### config.mk
export PLATFORM = sky130hd
export DESIGN_NAME = differential_drive_speed_ramp
export DESIGN_NICKNAME = d
export VERILOG_FILES = /design/src/hdl/dds_pkg.sv /design/src/hdl/dds_ramp.sv /design/src/hdl/differential_drive_speed_ramp.sv
export SDC_FILE = /design/constraint.sdc
export NUM_CORES = 1
export LEC_CHECK = 0
export BUFFER_PORTS_ARGS = -buffer_cell sky130_fd_sc_hd__buf_2
export CAP_MARGIN = 20
export CORE_MARGIN = 4
export CORE_UTILIZATION = 53
export CTS_CLUSTER_DIAMETER = 40
export DETAILED_ROUTE_END_ITERATION = 10
export HOLD_SLACK_MARGIN = 0.03
export PLACE_DENSITY = 0.74
export SLEW_MARGIN = 10
export SYNTH_ARGS = -nofsm -noshare
export SYNTH_HDL_FRONTEND = slang
export SYNTH_SLANG_ARGS = --single-unit
### constraint.sdc
create_clock -name clk -period 14.68 [get_ports clk]
set_input_delay 2.936 -clock clk [delete_from_list [all_inputs] [get_ports clk]]
set_output_delay 2.936 -clock clk [all_outputs]
set_load 0.02 [all_outputs]
### src/hdl/dds_pkg.sv
// Shared types and constants for the differential drive speed ramp.
// Command codes, register indexes, stream widths and the config struct.
// No dependencies.
package dds_pkg;

	localparam int SPEED_W     = 12;
	localparam int CMD_W       = 3;
	localparam int CFG_IDX_W   = 3;
	localparam int IN_TDATA_W  = 16;
	localparam int OUT_TDATA_W = 40;

	typedef enum logic [CMD_W-1:0] {
		CMD_STOP        = 3'd0,
		CMD_FORWARD     = 3'd1,
		CMD_REVERSE     = 3'd2,
		CMD_TURN_RIGHT  = 3'd3,
		CMD_TURN_LEFT   = 3'd4,
		CMD_PIVOT_RIGHT = 3'd5,
		CMD_PIVOT_LEFT  = 3'd6,
		CMD_RAMP        = 3'd7
	} cmd_t;

	localparam logic [CFG_IDX_W-1:0] REG_FLOOR_SPEED = 3'd0;
	localparam logic [CFG_IDX_W-1:0] REG_RISE_STEP   = 3'd1;
	localparam logic [CFG_IDX_W-1:0] REG_FALL_STEP   = 3'd2;
	localparam logic [CFG_IDX_W-1:0] REG_LEFT_FWD    = 3'd3;
	localparam logic [CFG_IDX_W-1:0] REG_RIGHT_FWD   = 3'd4;

	localparam logic [SPEED_W-1:0] FLOOR_SPEED_RST = 12'd0;
	localparam logic [SPEED_W-1:0] RISE_STEP_RST   = 12'd64;
	localparam logic [SPEED_W-1:0] FALL_STEP_RST   = 12'd128;

	typedef struct packed {
		logic [SPEED_W-1:0] floor_speed;
		logic [SPEED_W-1:0] rise_step;
		logic [SPEED_W-1:0] fall_step;
		logic               left_fwd;
		logic               right_fwd;
	} drive_cfg_t;

endpackage

### src/hdl/dds_ramp.sv
// Speed saturation and slew-limited ramp step toward a target.
// Combinational; uses dds_pkg for the config struct and widths.
module dds_ramp import dds_pkg::*; #(
	parameter int DUTY_BITS = 12
) (
	input  drive_cfg_t         cfg,
	input  logic [SPEED_W-1:0] last_speed,
	input  logic [SPEED_W-1:0] speed,
	output logic [SPEED_W-1:0] speed_sat,
	output logic [SPEED_W-1:0] ramp_speed
);

	localparam longint DutyMax = (64'd1 << DUTY_BITS) - 64'd1;
	localparam logic [SPEED_W-1:0] SatVal =
		(DutyMax > 64'd4095) ? {SPEED_W{1'b1}} : SPEED_W'(DutyMax);

	function automatic logic [SPEED_W-1:0] sat(input logic [SPEED_W-1:0] v);
		return (v > SatVal) ? SatVal : v;
	endfunction

	logic [SPEED_W-1:0] floor_v;
	logic [SPEED_W-1:0] target;
	logic [SPEED_W-1:0] lifted;
	logic [SPEED_W:0]   sum;
	logic [SPEED_W-1:0] up_v;
	logic [SPEED_W-1:0] diff;
	logic [SPEED_W-1:0] down_v;
	logic [SPEED_W-1:0] next_v;

	always_comb begin
		speed_sat = sat(speed);
		floor_v   = sat(cfg.floor_speed);
		// raise a small nonzero target to the floor
		target = (speed_sat != '0 && speed_sat < floor_v) ? floor_v : speed_sat;
		lifted = (last_speed < floor_v) ? floor_v : last_speed;
		sum    = {1'b0, lifted} + {1'b0, cfg.rise_step};
		up_v   = (sum > {1'b0, target}) ? target : sum[SPEED_W-1:0];
		diff   = last_speed - cfg.fall_step;
		down_v = (last_speed >= cfg.fall_step && diff > target) ? diff : target;
		if (last_speed < target) begin
			next_v = up_v;
		end else if (last_speed > target) begin
			next_v = down_v;
		end else begin
			next_v = last_speed;
		end
		ramp_speed = sat(next_v);
	end

endmodule

### src/hdl/differential_drive_speed_ramp.sv
// Differential drive speed ramp: one command in, one drive result out.
// An accepted input is held in an input register, then the result in a result register.
// Throughput: one item per cycle; a stalled result blocks the input once the input register is full.
// Reset: speed 0, both direction pins low, floor speed 0, rise step 64,
// fall step 128, both forward levels 1. Depends on dds_pkg and dds_ramp.
module differential_drive_speed_ramp import dds_pkg::*; #(
	parameter int DUTY_BITS = 12
) (
	input  logic                   clk,
	input  logic                   arst_n,
	input  logic                   s_tvalid,
	output logic                   s_tready,
	input  logic [IN_TDATA_W-1:0]  s_tdata,   // [11:0] speed, [15:12] zero
	input  logic [CMD_W-1:0]       s_tuser,   // [2:0] cmd
	output logic                   m_tvalid,
	input  logic                   m_tready,
	// [0] left_dir_level, [1] right_dir_level, [13:2] left_duty,
	// [25:14] right_duty, [37:26] current_speed, [39:38] zero
	output logic [OUT_TDATA_W-1:0] m_tdata,
	input  logic                   cfg_valid,
	output logic                   cfg_ready,
	input  logic [CFG_IDX_W-1:0]   cfg_index,
	input  logic [SPEED_W-1:0]     cfg_data
);

	logic               valid_s1;
	cmd_t               cmd_s1;
	logic [SPEED_W-1:0] speed_s1;

	logic               m_valid_q;
	logic [SPEED_W-1:0] last_speed_q;
	logic               left_dir_q;
	logic               right_dir_q;
	drive_cfg_t         cfg_q;

	logic               left_dir_q2;
	logic               right_dir_q2;
	logic [SPEED_W-1:0] left_duty_q;
	logic [SPEED_W-1:0] right_duty_q;
	logic [SPEED_W-1:0] cur_speed_q;

	logic               advance;
	logic [SPEED_W-1:0] speed_sat;
	logic [SPEED_W-1:0] ramp_speed;
	logic               nx_left_dir;
	logic               nx_right_dir;
	logic [SPEED_W-1:0] nx_left_duty;
	logic [SPEED_W-1:0] nx_right_duty;
	logic [SPEED_W-1:0] nx_speed;

	assign cfg_ready = 1'b1;
	assign advance   = valid_s1 && (!m_valid_q || m_tready);
	assign s_tready  = !valid_s1 || !m_valid_q || m_tready;
	assign m_tvalid  = m_valid_q;
	assign m_tdata   = {2'b00, cur_speed_q, right_duty_q, left_duty_q,
		right_dir_q2, left_dir_q2};

	dds_ramp #(.DUTY_BITS(DUTY_BITS)) u_ramp (
		.cfg        (cfg_q),
		.last_speed (last_speed_q),
		.speed      (speed_s1),
		.speed_sat  (speed_sat),
		.ramp_speed (ramp_speed)
	);

	always_comb begin
		nx_left_dir   = cfg_q.left_fwd;
		nx_right_dir  = cfg_q.right_fwd;
		nx_left_duty  = speed_sat;
		nx_right_duty = speed_sat;
		nx_speed      = speed_sat;
		case (cmd_s1)
			CMD_STOP: begin
				// hold the direction pins
				nx_left_dir   = left_dir_q;
				nx_right_dir  = right_dir_q;
				nx_left_duty  = '0;
				nx_right_duty = '0;
				nx_speed      = '0;
			end
			CMD_FORWARD: begin
			end
			CMD_REVERSE: begin
				nx_left_dir  = !cfg_q.left_fwd;
				nx_right_dir = !cfg_q.right_fwd;
			end
			CMD_TURN_RIGHT: begin
				nx_right_duty = '0;
			end
			CMD_TURN_LEFT: begin
				nx_left_duty = '0;
			end
			CMD_PIVOT_RIGHT: begin
				nx_right_dir = !cfg_q.right_fwd;
			end
			CMD_PIVOT_LEFT: begin
				nx_left_dir = !cfg_q.left_fwd;
			end
			CMD_RAMP: begin
				nx_left_duty  = ramp_speed;
				nx_right_duty = ramp_speed;
				nx_speed      = ramp_speed;
			end
			default: begin
			end
		endcase
	end

	always_ff @(posedge clk or negedge arst_n) begin
		if (!arst_n) begin
			valid_s1     <= 1'b0;
			m_valid_q    <= 1'b0;
			last_speed_q <= '0;
			left_dir_q   <= 1'b0;
			right_dir_q  <= 1'b0;
			cfg_q        <= '{floor_speed: FLOOR_SPEED_RST, rise_step: RISE_STEP_RST,
				fall_step: FALL_STEP_RST, left_fwd: 1'b1, right_fwd: 1'b1};
		end else begin
			if (s_tready) begin
				valid_s1 <= s_tvalid;
			end
			if (advance) begin
				m_valid_q    <= 1'b1;
				last_speed_q <= nx_speed;
				left_dir_q   <= nx_left_dir;
				right_dir_q  <= nx_right_dir;
			end else if (m_tready) begin
				m_valid_q <= 1'b0;
			end
			if (cfg_valid) begin
				case (cfg_index)
					REG_FLOOR_SPEED: cfg_q.floor_speed <= cfg_data;
					REG_RISE_STEP:   cfg_q.rise_step   <= cfg_data;
					REG_FALL_STEP:   cfg_q.fall_step   <= cfg_data;
					REG_LEFT_FWD:    cfg_q.left_fwd    <= cfg_data[0];
					REG_RIGHT_FWD:   cfg_q.right_fwd   <= cfg_data[0];
					default: begin
					end
				endcase
			end
		end
	end

	always_ff @(posedge clk) begin
		if (s_tready && s_tvalid) begin
			cmd_s1   <= cmd_t'(s_tuser);
			speed_s1 <= s_tdata[SPEED_W-1:0];
		end
		if (advance) begin
			left_dir_q2  <= nx_left_dir;
			right_dir_q2 <= nx_right_dir;
			left_duty_q  <= nx_left_duty;
			right_duty_q <= nx_right_duty;
			cur_speed_q  <= nx_speed;
		end
	end

endmodule

; ---- After elaboration in Yosys (flattened, before gate mapping)
; Cells that the tools add are included.
[classes]
add_sub_neg = 2
n_lt_le_gt_ge = 10
eq_ne = 10
muxes = 16
reduce_logical = 24
[op_table]
columns = cell, n
row1 = two-way mux 12 bit, 9
row2 = one-hot mux 12 bit (2 select lines), 3
row3 = "> comparator 12 bit, second input constant", 3
row4 = less-than comparator 12 bit, 3
row5 = > comparator 12 bit, 2
row6 = "== test 3 bit, second input constant", 5
row7 = adder 12 x 12 -> 13 bit, 1
row8 = > comparator 13 x 12 -> 1 bit, 1
row9 = "== test 3 x 2 -> 1 bit, second input constant", 4
row10 = >= comparator 12 bit, 1
row11 = nonzero test 12 bit, 1
row12 = subtractor 12 bit, 1
row13 = AND reduction 2 bit, 5
row14 = OR reduction 2 bit, 4
row15 = logical NOT 3 bit, 2
row16 = logical AND 1 bit, 4
row17 = logical NOT 1 bit, 4
row18 = one-hot mux 1 bit (2 select lines), 2
row19 = "== test 3 x 1 -> 1 bit, second input constant", 1
row20 = logical OR 1 bit, 3
row21 = two-way mux 1 bit, 2
row22 = nonzero test 2 bit, 1
[word_totals]
reg_bits = 107
input_bits = 39
word_cells = 79

; ---- Longest topological paths before layout
; Gate-level depths: netlist of run 1.
[logic_depth]
depth_word = 13
ltp_mapped = 28
ltp_nobuf = 27

; ---- Modules after synthesis
; From an unflattened synthesis of run 1, not the netlist that was laid out.
[unflattened]
cells_unflattened = 799
area_unflattened_um2 = 8025.2
[modules_own_cells]
columns = module, instances, cells_per_inst, area_per_inst_um2, seq_area_each_um2
row1 = differential_drive_speed_ramp, 1, 348, 4702.0, 2947.8
row2 = dds_ramp, 1, 451, 3323.2, 0.0

; ---- Worst setup path before layout of run 1
; Ideal clock, no wire load.
[synth_path]
path_type = input to output
from = input port m_tready
to = output port s_tready
arrival_time_ps = 3214
required_ps = 11744
slack_ps = 8530
path_stages = 1
cell_sequence = nand3b_1
[synth_between]
elab_chain_len = 1
[synth_rtl]
columns = item, line_no
row1 = "start, declared", differential_drive_speed_ramp.sv:16  ; input logic m_tready,
row2 = logical OR 1 bit, differential_drive_speed_ramp.sv:53  ; assign s_tready = !valid_s1 || !m_valid_q || m_tready;
row3 = "end, declared", differential_drive_speed_ramp.sv:12  ; output logic s_tready,
; No other way between the ends.

; ---- Final worst setup path of run 1
[layout_path]
from = register last_speed_q[1]
to = register left_duty_q[9], data pin
[layout_between]
elab_chain_len = 9
word_cells_on_any_way = 17
[layout_rtl]
columns = item, line_no
row1 = "start, declared", differential_drive_speed_ramp.sv:31  ; logic [SPEED_W-1:0] last_speed_q;
row2 = "start signal, assigned", differential_drive_speed_ramp.sv:124  ; last_speed_q <= nx_speed;
row3 = less-than comparator 12 bit or subtractor 12 bit (tied branches), "dds_ramp.sv:35, dds_ramp.sv:38"
row4 = two-way mux 12 bit or > comparator 12 bit (tied branches), "dds_ramp.sv:35, dds_ramp.sv:39"
row5 = adder 12 x 12 -> 13 bit or logical AND 1 bit (tied branches), "dds_ramp.sv:36, dds_ramp.sv:39"
row6 = > comparator 13 x 12 -> 1 bit or two-way mux 12 bit (tied branches), "dds_ramp.sv:37, dds_ramp.sv:39"
row7 = "two-way mux 12 bit, on equally long branches", "dds_ramp.sv:37, dds_ramp.sv:42"
row8 = two-way mux 12 bit (*), dds_ramp.sv:40  ; if (last_speed < target) begin
row9 = > comparator 12 bit, dds_ramp.sv:18  ; return (v > SatVal) ? SatVal : v;
row10 = two-way mux 12 bit (*), dds_ramp.sv:18
row11 = one-hot mux 12 bit (2 select lines) (*), differential_drive_speed_ramp.sv:72  ; case (cmd_s1)
row12 = via nx_left_duty[9], differential_drive_speed_ramp.sv:47  ; logic [SPEED_W-1:0] nx_left_duty;
row13 = "end signal, assigned", differential_drive_speed_ramp.sv:152  ; left_duty_q <= nx_left_duty;
row14 = "end, declared", differential_drive_speed_ramp.sv:38  ; logic [SPEED_W-1:0] left_duty_q;
; The timed path passes the listed nets; every way through them passes the cells marked *.
; A chain may end at the register's enable or synchronous reset.

==> results of run 1 <==
## layer usage
metal  track usage (%)  routed length [um]  vias to the layer above  share of wire, %
li1                  -                   -                     3171                 -
met4             7.968                 514                        0               2.5
met2             40.06                9366                      223                46
met3             3.998                1421                       29               7.0
met1             34.43                8861                     3080                44
met5                 0                   0                        -                 0
## metrics by stage
step                hold slack (ns)  std cells  setup slack [ns]
detailed placement           0.4749       1052             8.188
global route                 0.5030       1070             7.753
CTS                          0.4916       1068             8.147
finish                       0.4919       1070             8.084
floorplan                    0.4468        831             8.530
global placement             0.4600       1052             8.224
## report_power, final
part           internal (uW)  switching [uW]  leakage (uW)
Combinational            530             835       0.00245
Clock                    120             119      0.000145
Sequential               381            65.5       0.00115
## synth_stat cells, drive strengths merged, types with 9 or more instances
master	number	area, sq um
clkbuf	34	127.6
buf	9	55.06
nand2b	18	112.6
or3	11	68.82
mux2	17	195.2
mux2i	12	120.1
nor2	30	128.9
a21oi	38	190.2
dfrtp	50	1251
o21ai	64	331.6
xnor2	13	113.9
nor3	22	110.1
nand3	16	85.08
inv	54	202.7
o31ai	9	72.57
a211oi	15	132.6
nand2	109	409.1
a31oi	13	96.34
ha	82	1026
a21o	23	172.7
o211ai	20	150.1
a22oi	13	97.59
edfxtp	53	1592
## worst max path at each step
stage | from | endpoint | depth (start not counted)
final | last_speed_q[1]$_DFFE_PN0P_ | left_duty_q[9]$_DFFE_PP_ | 26
after global routing | last_speed_q[1]$_DFFE_PN0P_ | right_duty_q[1]$_DFFE_PP_ | 27
after detailed placement | last_speed_q[1]$_DFFE_PN0P_ | left_duty_q[9]$_DFFE_PP_ | 26
after CTS | last_speed_q[1]$_DFFE_PN0P_ | left_duty_q[9]$_DFFE_PP_ | 26
after global placement | last_speed_q[1]$_DFFE_PN0P_ | cur_speed_q[9]$_DFFE_PP_ | 26
after floorplan | m_tready | s_tready | 1
## registers in the layout (all words and copies together), names as in the netlist
name / cells
cur_speed_q: 12
left_dir_q2: 1
right_dir_q: 1
left_dir_q: 1
speed_s1: 12
cfg_q: 38
m_tvalid: 1
valid_s1: 1
cmd_s1: 3
right_dir_q2: 1
right_duty_q: 12
left_duty_q: 12
last_speed_q: 12
## area by class of cell
cell class / count / area [sq um] / share of cell area (%)
flip-flops and latches: 107 / 2948 / 34.37
multi-input cells: 626 / 4452 / 51.90
inverters: 54 / 202.7 / 2.363
clock inverters: 7 / 68.82 / 0.8023
clock buffers: 9 / 225.2 / 2.626
repair buffers: 83 / 450.4 / 5.252
well taps: 184 / 230.2 / 2.684
## kinds of logic after synthesis
logic type / Yosys count
simple gates: 247
flops: 107
fa+ha+maj: 84
xor+xnor: 17
other cells: 2
compound gates: 246
buf+inv: 98
mux: 29
## worst register-to-register path: cells and delay by family (launching register included)
| kind | cells | cell delay (ns) |
|---|---|---|
| AOI/OAI and AO/OA | 13 | 2.29 |
| adders and majority gates | 4 | 1.24 |
| buffers and inverters | 3 | 0.35 |
| DFF | 1 | 0.58 |
| muxes | 2 | 0.71 |
| and+or+nand+nor | 4 | 1.28 |
==> flow_summary.json, run 1 <==
{
  "synth-edff-count": 53,
  "post-route-util_pct": 59.24,
  "cp_max_fo": 12,
  "drt_iter0_markers": 510,
  "drive_above_1_share_pct": 15.46,
  "rows": 44,
  "synth_cell_types": 75,
  "cts_setup_buffers": 0,
  "port_buffers": 74,
  "layout_commonest_cell": "nand2_1",
  "worst_slew_pin_slew_ns": 1.005,
  "critPathTopFamily": "compound AO/OA/AOI/OAI gates",
  "htree_levels": 3,
  "route.detailed.drc": 0,
  "endpoint_kind": "flip-flop",
  "synthSimpleGateAreaFrac_pct": 15.39,
  "regToRegEndpoint": "left_duty_q[9]$_DFFE_PP_",
  "synth-seq-cells": 107,
  "numCtsBuffers": 9,
  "synth_top_family_by_area": "compound AO/OA/AOI/OAI gates",
  "n_fill_cell": 1254,
  "diodes": 0,
  "fin_crit_sh_pct": 44.93,
  "holdPathStages": 2,
  "dr.pass1.iters": 5,
  "routed_wl_mm": 20.16,
  "power.total_uw": 2051,
  "ys_seq_area_share_pct": 37.84,
  "finalMaxSlewViolations": 0,
  "cellLeakagePower_uw": 0.003752,
  "gp_congestion": 0.9190,
  "grt_pass1_vias": 6145,
  "clk_pin_slew_ns": 0.08,
  "finalInstanceArea_sq_um": 8577,
  "nets": 1004,
  "synthCells": 830,
  "synth_area_sq_um": 7790,
  "synthAdderAreaFrac_pct": 13.68,
  "r2r_slack_ns": 8.08,
  "cts_hold_buf": 0,
  "grt_max_degree": 67,
  "grtUsageTotal_pct": 24.83,
  "r2r-start": "last_speed_q[1]$_DFFE_PN0P_",
  "finalHoldViolCount": 0,
  "status": "finished clean",
  "die-height_um": 129.2,
  "grt_antenna_before_repair": 0,
  "cts-root-buf": "clkbuf_16",
  "cp.arrival_ns": 6.81,
  "pin_count": 82,
  "ys.flop_type": "edfxtp_1",
  "die_w_um": 129.2,
  "hp-class": "flip-flop to flip-flop",
  "viasPerCell": 6.078,
  "cpPeakStageDelay_ns": 0.58,
  "async_flop_share_pct": 50.47,
  "yosysWarnings": 0,
  "syn_area_per_cell_sq_um": 9.386,
  "crit_required_ns": 14.89,
  "fmax_ghz": 0.1516,
  "p_per_area_nw_per_um2": 239.1,
  "core_sq_um": 14480,
  "path_class": "flip-flop to flip-flop",
  "area_growth_pct": 10.10,
  "placed_cell_area_sq_um": 8255,
  "final_cell_mix": "nand2_1, ha_1, buf_2",
  "dieArea_sq_um": 16700,
  "cp_slowest_cell": "dfrtp_1",
  "grt_pass1_wl_mm": 32.41,
  "rr_worst_depth": 26,
  "synthXorXnorAreaFrac_pct": 1.911,
  "layout_min_cycle_time_ns": 6.596,
  "min_to": "right_dir_q$_DFFE_PN0P_",
  "critPathLaunchType": "flip-flop",
  "synth_compound_area_share_pct": 21.97,
  "finClkSkew_ns": 0.01005,
  "clk_latency_ns": 0.37,
  "yosys-mux-area-fraction_pct": 4.048,
  "setup_viol": 0,
  "cts_tree": "yes",
  "rsz0062_at_grt": "no",
  "final.setup.tns_ns": 0,
  "slew_headroom_pct": 32.97,
  "dp_hpwl_mm": 15.76,
  "post_drt_wl_per_cell_um": 18.84,
  "ir_drop_mv": 0.1280,
  "clockBufferDepth": 2,
  "critical_path_buf_inv_count": 3,
  "grt.overflow.total": 0,
  "ctsResizeCount": 0,
  "max_cap_violations": 0,
  "cts.sinks": 107,
  "initial_core_util_pct": 53.80,
  "antenna_left": 0,
  "hp-start": "right_dir_q$_DFFE_PN0P_",
  "via_count": 6503
}
Power figures use the tool's default switching activity.
==> run 2: changes to the inputs <==
--- a/config.mk
+++ b/config.mk
@@ -12,7 +12,7 @@
 export CTS_CLUSTER_DIAMETER = 40
 export DETAILED_ROUTE_END_ITERATION = 10
 export HOLD_SLACK_MARGIN = 0.03
-export PLACE_DENSITY = 0.74
+export PLACE_DENSITY = 0.77
 export SLEW_MARGIN = 10
 export SYNTH_ARGS = -nofsm -noshare
 export SYNTH_HDL_FRONTEND = slang
==> constraint.sdc (replaced) <==
create_clock -name clk -period 5.6 [get_ports clk]
set_input_delay 1.12 -clock clk [delete_from_list [all_inputs] [get_ports clk]]
set_output_delay 1.12 -clock clk [all_outputs]
set_load 0.02 [all_outputs]
==> run 2 against run 1 <==
Against the previous run: the flow now finishes with violations (negative setup slack); sequential share of layout area is 3.9 points lower; register-to-register slack got worse by 8.2 ns; global-route usage rose by 3.1 points; largest power group unchanged; highest routed layer is now met5.
==> flow_summary.json, run 2 (same netlist as run 1, synthesis figures left out) <==
{
  "status": "finished with violations",
  "violations": "negative setup slack",
  "clk_pin_slew_ns": 0.08,
  "layout_commonest_cell": "nand2_1",
  "cellLeakagePower_uw": 0.004288,
  "grt_pass1_vias": 6743,
  "r2r_slack_ns": -0.12,
  "die_w_um": 129.2,
  "dp_hpwl_mm": 17.70,
  "die-height_um": 129.2,
  "n_fill_cell": 1137,
  "numCtsBuffers": 9,
  "core_sq_um": 14480,
  "route.detailed.drc": 0,
  "fin_ws_ns": -0.1217,
  "routed_wl_mm": 23.21,
  "sw_frac_of_total_pct": 47.20,
  "nets": 1099,
  "finClkSkew_ns": 0.01468,
  "critPathLaunchType": "flip-flop",
  "hp-class": "flip-flop to flip-flop",
  "power.internal_uw": 3806,
  "cts.sinks": 107,
  "final_cell_mix": "nand2_1, buf_4, ha_1",
  "grtUsageTotal_pct": 27.89,
  "crit_top_cell": "a21o_1",
  "worst_slew_pin_slew_ns": 0.9734,
  "cts_tree": "yes",
  "cp_slowest_cell": "dfrtp_1",
  "slew_headroom_pct": 35.11,
  "finalMaxSlewViolations": 0,
  "rows": 44,
  "rsz0062_at_grt": "yes",
  "critical_path_buf_inv_count": 4,
  "setup_viol": 22,
  "placed_cell_area_sq_um": 8866,
  "layout_min_cycle_time_ns": 5.722,
  "max_cap_violations": 0,
  "grt_pass1_wl_mm": 35.91,
  "gp_congestion": 0.9979,
  "p_per_area_nw_per_um2": 744.3,
  "drive_above_1_share_pct": 29.46,
  "crit_required_ns": 5.80,
  "grt.overflow.total": 0,
  "hp-start": "valid_s1$_DFFE_PN0N_",
  "min_to": "m_tvalid$_DFFE_PN0P_",
  "cts-root-buf": "clkbuf_16",
  "critPathTopFamily": "compound AO/OA/AOI/OAI gates",
  "path_class": "flip-flop to flip-flop",
  "htree_levels": 3,
  "clk_latency_ns": 0.37,
  "largest_reg_flops": 38,
  "via_count": 7131,
  "endpoint_kind": "flip-flop",
  "p_seq_share_pct": 15.2,
  "cp_max_fo": 4,
  "r2r-start": "last_speed_q[1]$_DFFE_PN0P_",
  "clkPwrFrac_pct": 9.0,
  "holdPathStages": 1,
  "ir_drop_mv": 0.4411,
  "diodes": 0,
  "post-place-ws_ns": -0.3376,
  "rr_worst_depth": 28,
  "cpPeakStageDelay_ns": 0.41,
  "fin_crit_sh_pct": 102.2,
  "drt_iter0_markers": 878,
  "pwr-share-comb_pct": 75.8,
  "clockBufferDepth": 2,
  "viasPerCell": 6.121,
  "port_buffers": 74,
  "dieArea_sq_um": 16700,
  "dr.pass1.iters": 5,
  "initial_core_util_pct": 53.80,
  "grt_max_degree": 63,
  "antenna_left": 0,
  "p_sw_uw": 3402,
  "finalHoldViolCount": 0,
  "post_drt_wl_per_cell_um": 19.92,
  "largest_register": "cfg_q",
  "pin_count": 82,
  "cp.arrival_ns": 5.92,
  "fmax_ghz": 0.1748,
  "final.setup.tns_ns": -1.167,
  "finalInstanceArea_sq_um": 9684,
  "grt_antenna_before_repair": 1,
  "area_growth_pct": 24.32,
  "regToRegEndpoint": "right_duty_q[9]$_DFFE_PP_"
}
==> run 2: cell types whose count changed in the layout (fill, tap and decap cells not counted), moves of 5 or more <==
cell,change
o21ai_0,-5
a21oi_1,-5
buf_6,+9
nand2_1,-10
buf_4,+87
nand2_2,+10
nor3_1,-7
a21oi_2,+5
==> run 2: per-layer routing <==
layer,part of all wire (%),wire length [um],vias up,global-route usage (%)
li1,-,-,3360,-
met5,0.030,7,-,0
met1,42,9636,3379,38.88
met4,3.0,690,2,9.450
met3,8.1,1872,58,3.050
met2,47,11000,332,45.58
==> run 2: area by class of cell <==
type                       count  area [sq um]  area share [%]
tap                          184         230.2           2.377
sequential                   107          2948           30.44
timing repair buffer         178          1185           12.24
clock buffer                   9         225.2           2.326
multi-input combinational    626          4815           49.72
clock inverter                 7         78.83          0.8140
inverter                      54         202.7           2.093
==> run 2: worst max-delay path by stage <==
stage                                start                     endpoint  slack, ns  cells after the start
2_1_floorplan  last_speed_q[1]$_DFFE_PN0P_     cur_speed_q[9]$_DFFE_PP_       0.02                     26
3_3_place_gp   last_speed_q[1]$_DFFE_PN0P_  last_speed_q[3]$_DFFE_PN0P_      -0.19                     26
3_5_place_dp         cfg_q[27]$_DFFE_PN0P_    right_duty_q[9]$_DFFE_PP_      -0.34                     27
4_1_cts              cfg_q[27]$_DFFE_PN0P_    right_duty_q[9]$_DFFE_PP_      0.005                     29
5_1_grt        last_speed_q[1]$_DFFE_PN0P_    right_duty_q[9]$_DFFE_PP_      -0.37                     28
6_report       last_speed_q[1]$_DFFE_PN0P_    right_duty_q[9]$_DFFE_PP_      -0.12                     28
==> run 2: worst reg2reg max path, delay by kind of cell, from the launching register on <==
family	cells	cell delay (ns)
and+or+nand+nor	6	1.03
AOI/OAI and AO/OA	12	1.98
adders and majority gates	4	1.12
muxes	2	0.64
buffers and inverters	4	0.37
DFF	1	0.41
==> run 2: metrics by stage <==
stage / hold WS (ns) / utilization (%) / cells / total power, uW
finish: 0.4890 / 66.89 / 1165 / 7208
global route: 0.5202 / 66.89 / 1165 / 7717
CTS: 0.4904 / 64.31 / 1150 / 6336
detailed placement: 0.4720 / 61.23 / 1132 / 5432
global placement: 0.4650 / 61.23 / 1132 / 5361
floorplan: 0.4468 / - / 831 / 3833
==> run 2: timing repair <==
action / in CTS / in global routing
pin swaps: 8 / 39
gates resized for setup: 25 / 60
buffers inserted: 2 / 14
setup endpoints to repair: 48 / 48
hold buffers: 0 / 0
==> run 2: power by group through the flow <==
stage                     clock network [uW]  registers [uW]  logic, uW
after CTS                                655            1090       4590
after detailed placement                   0            1110       4330
after global routing                     688            1110       5920
after global placement                     0            1100       4260
after floorplan                            0            1160       2670
final                                    649            1100       5460
==> run 3: changes to the inputs <==
--- a/config.mk
+++ b/config.mk
@@ -12,8 +12,9 @@
 export CTS_CLUSTER_DIAMETER = 40
 export DETAILED_ROUTE_END_ITERATION = 10
 export HOLD_SLACK_MARGIN = 0.03
-export PLACE_DENSITY = 0.77
+export PLACE_DENSITY = 0.74
 export SLEW_MARGIN = 10
 export SYNTH_ARGS = -nofsm -noshare
 export SYNTH_HDL_FRONTEND = slang
+export SYNTH_HIERARCHICAL = 1
 export SYNTH_SLANG_ARGS = --single-unit
==> constraint.sdc (replaced) <==
create_clock -name clk -period 6.15 [get_ports clk]
set_input_delay 1.23 -clock clk [delete_from_list [all_inputs] [get_ports clk]]
set_output_delay 1.23 -clock clk [all_outputs]
set_load 0.02 [all_outputs]
==> run 3 against run 2 <==
Against the previous run: the flow still finishes with violations (negative setup slack); sequential power down 11%; critical path depth up 4; area after synthesis up 3.0%; hold slack worse by 0.00085 ns; design area up 0.27%; non-clock buffer count down 14; synthesized cell count down 3.7%; count of clock-buffer cells in the layout unchanged; sequential share of layout area down 0.082 points; clock power down 12%; via count down 6.0%; largest cell class unchanged; largest power group unchanged.
==> flow_summary.json, run 3 <==
{
  "fmax_ghz": 0.1513,
  "synth-seq-cells": 107,
  "diodes": 0,
  "antenna_left": 0,
  "power.total_uw": 5176,
  "violations": "negative setup slack",
  "grt.overflow.total": 0,
  "clk_pin_slew_ns": 0.08,
  "synthTopCellsByCount": "ha_1, a21oi_1, mux2_2",
  "via_count": 6702,
  "cp_max_fo": 6,
  "finalHoldViolCount": 0,
  "largest_register": "cfg_q",
  "cp_slowest_cell": "or4_4",
  "status": "finished with violations",
  "clockBufferDepth": 2,
  "dieArea_sq_um": 17170,
  "synth_area_leaders": "edfxtp_1, dfrtp_1, ha_1",
  "worst_slew_pin_slew_ns": 1.091,
  "rows": 44,
  "yosys.area.top_type_share_pct": 19.83,
  "post_drt_wl_per_cell_um": 19.57,
  "clk_latency_ns": 0.36,
  "synth_area_sq_um": 8025,
  "n_fill_cell": 1163,
  "largest_reg_flops": 38,
  "gp_congestion": 0.9038,
  "synth-edff-count": 53,
  "ir_drop_mv": 0.3278,
  "core_sq_um": 14700,
  "cts-root-buf": "clkbuf_16",
  "synth_most_common_cell": "ha_1",
  "yosysTopAreaCell": "edfxtp_1",
  "finClkSkew_ns": 0.01146,
  "dp_hpwl_mm": 16.00,
  "max_cap_violations": 0,
  "drive_above_1_share_pct": 35.55,
  "dr.pass1.iters": 7,
  "yosysWarnings": 6,
  "rsz0062_at_grt": "yes",
  "area_growth_pct": 21.00,
  "grt_max_degree": 55,
  "grt_pass1_vias": 6512,
  "crit_required_ns": 6.26,
  "grtUsageTotal_pct": 25.88,
  "endpoint_kind": "flip-flop",
  "nets": 1051,
  "cellLeakagePower_uw": 0.004411,
  "fin_ws_ns": -0.4611,
  "setup_viol": 48,
  "viasPerCell": 5.995,
  "p_per_area_nw_per_um2": 533.1,
  "async_flop_share_pct": 50.47,
  "layout_min_cycle_time_ns": 6.611,
  "die-height_um": 131.1,
  "grt_antenna_before_repair": 0,
  "cts_tree": "yes",
  "cp.arrival_ns": 6.72,
  "hp-class": "flip-flop to flip-flop",
  "syn_area_per_cell_sq_um": 10.04,
  "numCtsBuffers": 9,
  "grt_pass1_wl_mm": 34.24,
  "htree_levels": 3,
  "register_area_sq_um": 2948,
  "route.detailed.drc": 0,
  "cts_hold_buf": 0,
  "initial_core_util_pct": 54.60,
  "port_buffers": 74,
  "synthCells": 799,
  "routed_wl_mm": 21.88,
  "synth_cell_types": 75,
  "slew_headroom_pct": 26.96,
  "pin_count": 82,
  "layout_commonest_cell": "buf_4",
  "multiInputGateArea_sq_um": 4945,
  "hold_ws_ns": 0.4881,
  "cpPeakStageDelay_ns": 0.55,
  "finalMaxSlewViolations": 0,
  "critPathLaunchType": "flip-flop",
  "drt_iter0_markers": 637,
  "ys.flop_type": "edfxtp_1",
  "path_class": "flip-flop to flip-flop",
  "ys_seq_area_share_pct": 36.73,
  "die_w_um": 131.1,
  "cts.sinks": 107,
  "fin_crit_sh_pct": 107.5,
  "final_cell_mix": "buf_4, ha_1, buf_2"
}
## run 3: cell types whose count changed in the layout (fill, tap and decap cells not counted), moves of 15 or more
cell / previous run / this run
a21oi_1: 33 / 62
mux2_2: 15 / 55
nand2_1: 99 / 41
o211ai_1: 20 / 5
o21ai_0: 48 / 25
## run 3: cell type report
class	count	share of cell area, %
timing repair buffer	164	11.13
multi-input combinational	588	50.92
sequential	107	30.36
inverter	59	2.306
tap	184	2.371
clock inverter	7	0.5927
clock buffer	9	2.319
## run 3: timing repair
action,4_1_cts,5_1_grt
pin swaps,53,28
setup buffers,15,5
endpoints found under the setup margin,48,48
endpoints found under the hold margin,0,0
resized for setup,63,33
gates cloned,1,0
## run 3: through the flow
| stage | utilization [%] | setup TNS, ns | worst slack [ns] | cell area (sq um) | cells |
|---|---|---|---|---|---|
| 5_1_grt | 66.06 | -26.15 | -0.6477 | 9711 | 1118 |
| 3_3_place_gp | 60.67 | -26.88 | -0.6713 | 8919 | 1087 |
| 6_report | 66.06 | -15.60 | -0.4611 | 9711 | 1118 |
| 2_1_floorplan | - | 0 | 0.02088 | 8038 | 800 |
| 4_1_cts | 64.88 | -14.72 | -0.4384 | 9537 | 1116 |
| 3_5_place_dp | 60.67 | -31.65 | -0.8100 | 8919 | 1087 |
## run 3: per-layer routing
metal | track usage (%) | share of wire [%] | up-vias
li1 | - | - | 3186
met1 | 33.67 | 42 | 3238
met2 | 44.03 | 50 | 231
met3 | 5.146 | 5.8 | 47
met4 | 7.199 | 2.8 | 0
met5 | 0 | 0 | -
## run 3: logic make-up after synthesis
family          synth area share (%)
compound gates                 19.10
xor+xnor                       1.965
fa+ha+maj                      13.13
buf+inv                        6.548
flops                          36.73
mux                            10.68
other cells                  0.09358
simple gates                   11.76
## run 3: critical path: cells and delay by family (launching register included)
kind	cells	cell delay, ns
multiplexers	2	0.44
AND/OR/NAND/NOR	5	1.08
AO/OA/AOI/OAI	14	2.73
flip-flops	1	0.43
adder cells (fa/ha/maj)	4	0.76
XOR/XNOR	1	0.23
buffers and inverters	6	0.67
## run 3: worst paths after layout
path	from	end	slack [ns]	cells after the start
worst max-delay path	cfg_q[34]$_DFFE_PN0P_	right_duty_q[5]$_DFFE_PP_	-0.46	32
worst max register to register	cfg_q[34]$_DFFE_PN0P_	right_duty_q[5]$_DFFE_PP_	-0.46	32
min in group asynchronous	arst_n	cfg_q[4]$_DFFE_PN0P_	1.01	2
worst min register to register	cfg_q[3]$_DFFE_PN0P_	cfg_q[3]$_DFFE_PN0P_	0.49	1
worst min-delay path	cfg_q[3]$_DFFE_PN0P_	cfg_q[3]$_DFFE_PN0P_	0.49	1
max in group asynchronous	arst_n	last_speed_q[10]$_DFFE_PN0P_	4.65	2
## run 3: power breakdown
part / leakage (uW) / internal, uW / switching (uW) / total (uW)
sequential: 0.00116 / 894 / 86.6 / 980
clock: 0.000135 / 282 / 292 / 574
combinational: 0.00312 / 1770 / 1860 / 3620
